**src/rtl/core/psr_ram.sv**
```systemverilog
// Generic single-clock RAM with one write port and one registered read port.
// Used for the sample window and the coefficient store; no dependencies.
module psr_ram #(
   parameter int WIDTH = 8,
   parameter int DEPTH = 16
) (
   input  logic                     clock,
   input  logic                     wr_en,
   input  logic [$clog2(DEPTH)-1:0] wr_addr,
   input  logic [WIDTH-1:0]         wr_data,
   input  logic                     rd_en,
   input  logic [$clog2(DEPTH)-1:0] rd_addr,
   output logic [WIDTH-1:0]         rd_data
);

   logic [WIDTH-1:0] mem [DEPTH];
   logic [WIDTH-1:0] rd_data_ff;

   always_ff @(posedge clock) begin
      if (wr_en) begin
         mem[wr_addr] <= wr_data;
      end
      if (rd_en) begin
         rd_data_ff <= mem[rd_addr];
      end
   end

   assign rd_data = rd_data_ff;

endmodule

```
**config.mk**
```make
export PLATFORM = sky130hd
export DESIGN_NAME = psr_ram
export DESIGN_NICKNAME = d
export VERILOG_FILES = /design/src/rtl/core/psr_ram.sv
export SDC_FILE = /design/constraint.sdc
export NUM_CORES = 1
export LEC_CHECK = 0
export BUFFER_PORTS_ARGS = -buffer_cell sky130_fd_sc_hd__buf_2
export CAP_MARGIN = 20
export CORE_MARGIN = 2
export CORE_UTILIZATION = 36
export CTS_CLUSTER_SIZE = 30
export DETAILED_ROUTE_END_ITERATION = 6
export PLACE_DENSITY_LB_ADDON = 0.08
export SLEW_MARGIN = 30
export SYNTH_ARGS = -nofsm -noshare
export SYNTH_HDL_FRONTEND = slang
export SYNTH_SLANG_ARGS = --single-unit
```
**constraint.sdc**
```tcl
create_clock -name clock -period 3.3 [get_ports clock]
set_input_delay 0.495 -clock clock [delete_from_list [all_inputs] [get_ports clock]]
set_output_delay 0.495 -clock clock [all_outputs]
set_load 0.01 [all_outputs]
```
# == Word-level counts from Yosys, hierarchy flattened ==
# Memory sizes are Yosys's and may differ from the RTL's. A register that Yosys moved wholly into a read port is not among the register bits.
# Cells that the tools add are included.
# op_classes
muxes,2
# ops
operator,count
$mux W1,2
# totals
inputBits,19
output_inout_bits,8
elab_cells,3
memories,1
mem_bits_rw,128
register_bits,0
# memory_table
name,depth,word_bits,read_ports,rd_ports_with_merged_regs,wr,line,text
mem,16,8,1,1,1,16,logic [WIDTH-1:0] mem [DEPTH];

# == Longest topological paths before layout ==
# depth
word_depth,2
ltp_mapped,5
mapped_depth_nobuf,3

# == Least setup slack after synthesis ==
# Ideal clock, no wire load.
# synth_timing
path_type,input -> register
from,input wr_addr[2]
to,memory mem[0][0] (enable)
cell_stages,2
setup_slack_ps,1312
setup_time_ps,383
n_path_buf,0
arrival_ps,1605
cell_sequence,or3b_2 -> nor3_1
# synth_rtl
item,line,text
from (decl),9,"input logic [$clog2(DEPTH)-1:0] wr_addr,"
to (decl),16,
# No word-level cell before the write port.

==> metrics <==
Post-Layout Cell Count=477; TritonCTS clock tree=built; initial antenna violation count=0; Synth area leader=edfxtp_1; routing usage on met2=22.4%; CP Class=in -> reg; CTS Sinks=136; Die Wd=125 µm; clock slew at reported path FFs=0.06 ns; met3 Use GR=4.68%; crit path time final=1.98 ns; Fmax=0.505 GHz; RSZ-0062 raised after global routing=no; first-pass GRT wire length=16900 µm; R2R Path Start=mem[1][2]$_DFFE_PP_; max-slew violations=0; final worst-path cycle share=60.1%; DRT Pass-1 Iters=4; clk_skew=0.00636 ns; Pwr Density=673 mW/mm²; hpwl dp=6910 µm; flops & latches, synth=136; GPL Wtd Cong=0.735; final setup TNS=0 ns; final core utilization=43.7%; Synth Instances=229; PnR worst setup slack=1.32 ns; Seq/Total Area, Yosys=78.1%; VDD IR max=0.374 mV; top-area cell type share of the netlist area=78.1%; prevailing post-synth register cell=edfxtp_1; EDFF count, synth=136; Routed WL=11000 µm; Post CTS Setup Buffer Count=0; Initial Utilization=36.4%; Total GRT Usage=15.3%; DP Cell Count=445; Worst Setup SP=rd_addr[0]; Post-synth ARST share=0%; total nets after synthesis=248; DR WL/cell=23.0 µm; critical path arrival=2.13 ns; most common library cells after synthesis=edfxtp_1, mux4_2, a22oi_1; clk root buf=clkbuf_16; CTS Buffer Depth=2; Synth Cell Area=0.00523 mm²; Residual DRC=0; Detail Route Antenna Nets=0; Hold Buf Count CTS=0; MaxCap Viol Count=0; yosys warns=0; synthesized area per cell=22.8 µm²; total gr overflow=0; Synth area leaders=edfxtp_1, mux4_2, mux4_1; # diodes=0; met1 Use GR=21.3%; CTS H-Tree Depth=4; Area Growth Syn to Fin=20.1%; Critical Path End Type=flip-flop; PortBufs=26; outcome=finished clean; vias per cell=5.13; setup violators final=0; PostCTS Resize Cnt=0; Pleak=0.00210 µW; final hold viol count=0; vias=2447; largest fanout on the critical path=13; Die ar.=0.0155 mm²; Die Ht=125 µm; most frequent cell after synthesis=edfxtp_1; vias in the first global route=2584; pre-CTS WS=0.860 ns; I/O Pins=27; largest net degree at the start of global routing=30; core footprint=0.0144 mm²; Hold Path Class=in -> reg; Startpoint Class=input pin; worst-margin pin slew=0.954 ns; Num CTS Buffers=17; row count=44; max_slew headroom=36.2%; Design Power=4220 µW; Hold Path Origin=rd_en; Worst EP required=3.45 ns; Synth cell types=18; DR iter-0 viols=212; Worst-Skew Late Latency=0.41 ns; share of cells above drive strength 1=30.4%; Final nets=299; gr busiest metal=met2
-- final cells by class --
cell class / count / area [µm²]
Multi-Input combinational cell: 83 / 1060
Timing Repair Buffer: 42 / 250
Tap cell: 184 / 230
Clock buffer: 17 / 425
Clock inverter: 15 / 231
Sequential cell: 136 / 4080
Fill cell: 1216 / 8090
-- sequential cells by signal (all words and copies together) (netlist names) --
register,count
rd_data,8
mem,128
-- worst paths after layout --
| check | endpoint | slack [ns] | cells past startpoint |
|---|---|---|---|
| setup / recovery | rd_data[3]$_DFFE_PP_ | 1.32 | 5 |
| hold / removal | rd_data[4]$_DFFE_PP_ | 0.45 | 1 |
| setup reg to reg | rd_data[2]$_DFFE_PP_ | 1.72 | 3 |
| hold reg to reg | rd_data[1]$_DFFE_PP_ | 0.76 | 3 |
-- worst max-delay path: stages --
cell and delay, ns:
buf_2 0.35, buf_4 0.32, mux4_1 0.57, a22oi_1 0.26, nand2_1 0.12
-- power breakdown --
part	switching, µW	leakage, µW	internal [µW]	total [µW]
Sequential	8.40	0.00124	1950	1960
Combinational	109	0.000558	72.4	181
Clock	683	0.000309	1400	2090
Total	800	0.00210	3420	4220
-- metal layers --
layer  up-vias  routed length (µm)
met5         -                   0
met4         0                 210
met3        16                 510
met2        64                5000
met1      1280                5250
li1       1087                   -
-- metrics by stage --
step | hold WS, ns | cell area, µm²
after global routing | 0.435 | 6280
after detailed placement | 0.750 | 5620
after global placement | 0.731 | 5620
after CTS | 0.430 | 6280
final | 0.451 | 6280
after floorplan | 0.594 | 5230
-- cells by family (layout without fill, tap and decap cells) --
group | count (synthesis) | after routing | synth area share (%)
compound gates | 16 | 16 | 2.30
buf+inv | 10 | 74 | 1.65
flops | 136 | 136 | 78.1
mux | 32 | 32 | 14.8
simple gates | 35 | 35 | 3.14
-- layout by cell type (no fill, tap or decap), types with 6 or more instances in the layout --
cell type,netlist,routed
buf_2,3,26
a22oi_1,16,16
bufinv_16,0,6
nor2_1,13,13
edfxtp_1,136,136
mux4_2,18,18
clkbuf_16,0,17
buf_4,1,16
mux4_1,14,14
nand2_1,9,9
Note: power is estimated with default switching activity, not from simulation.
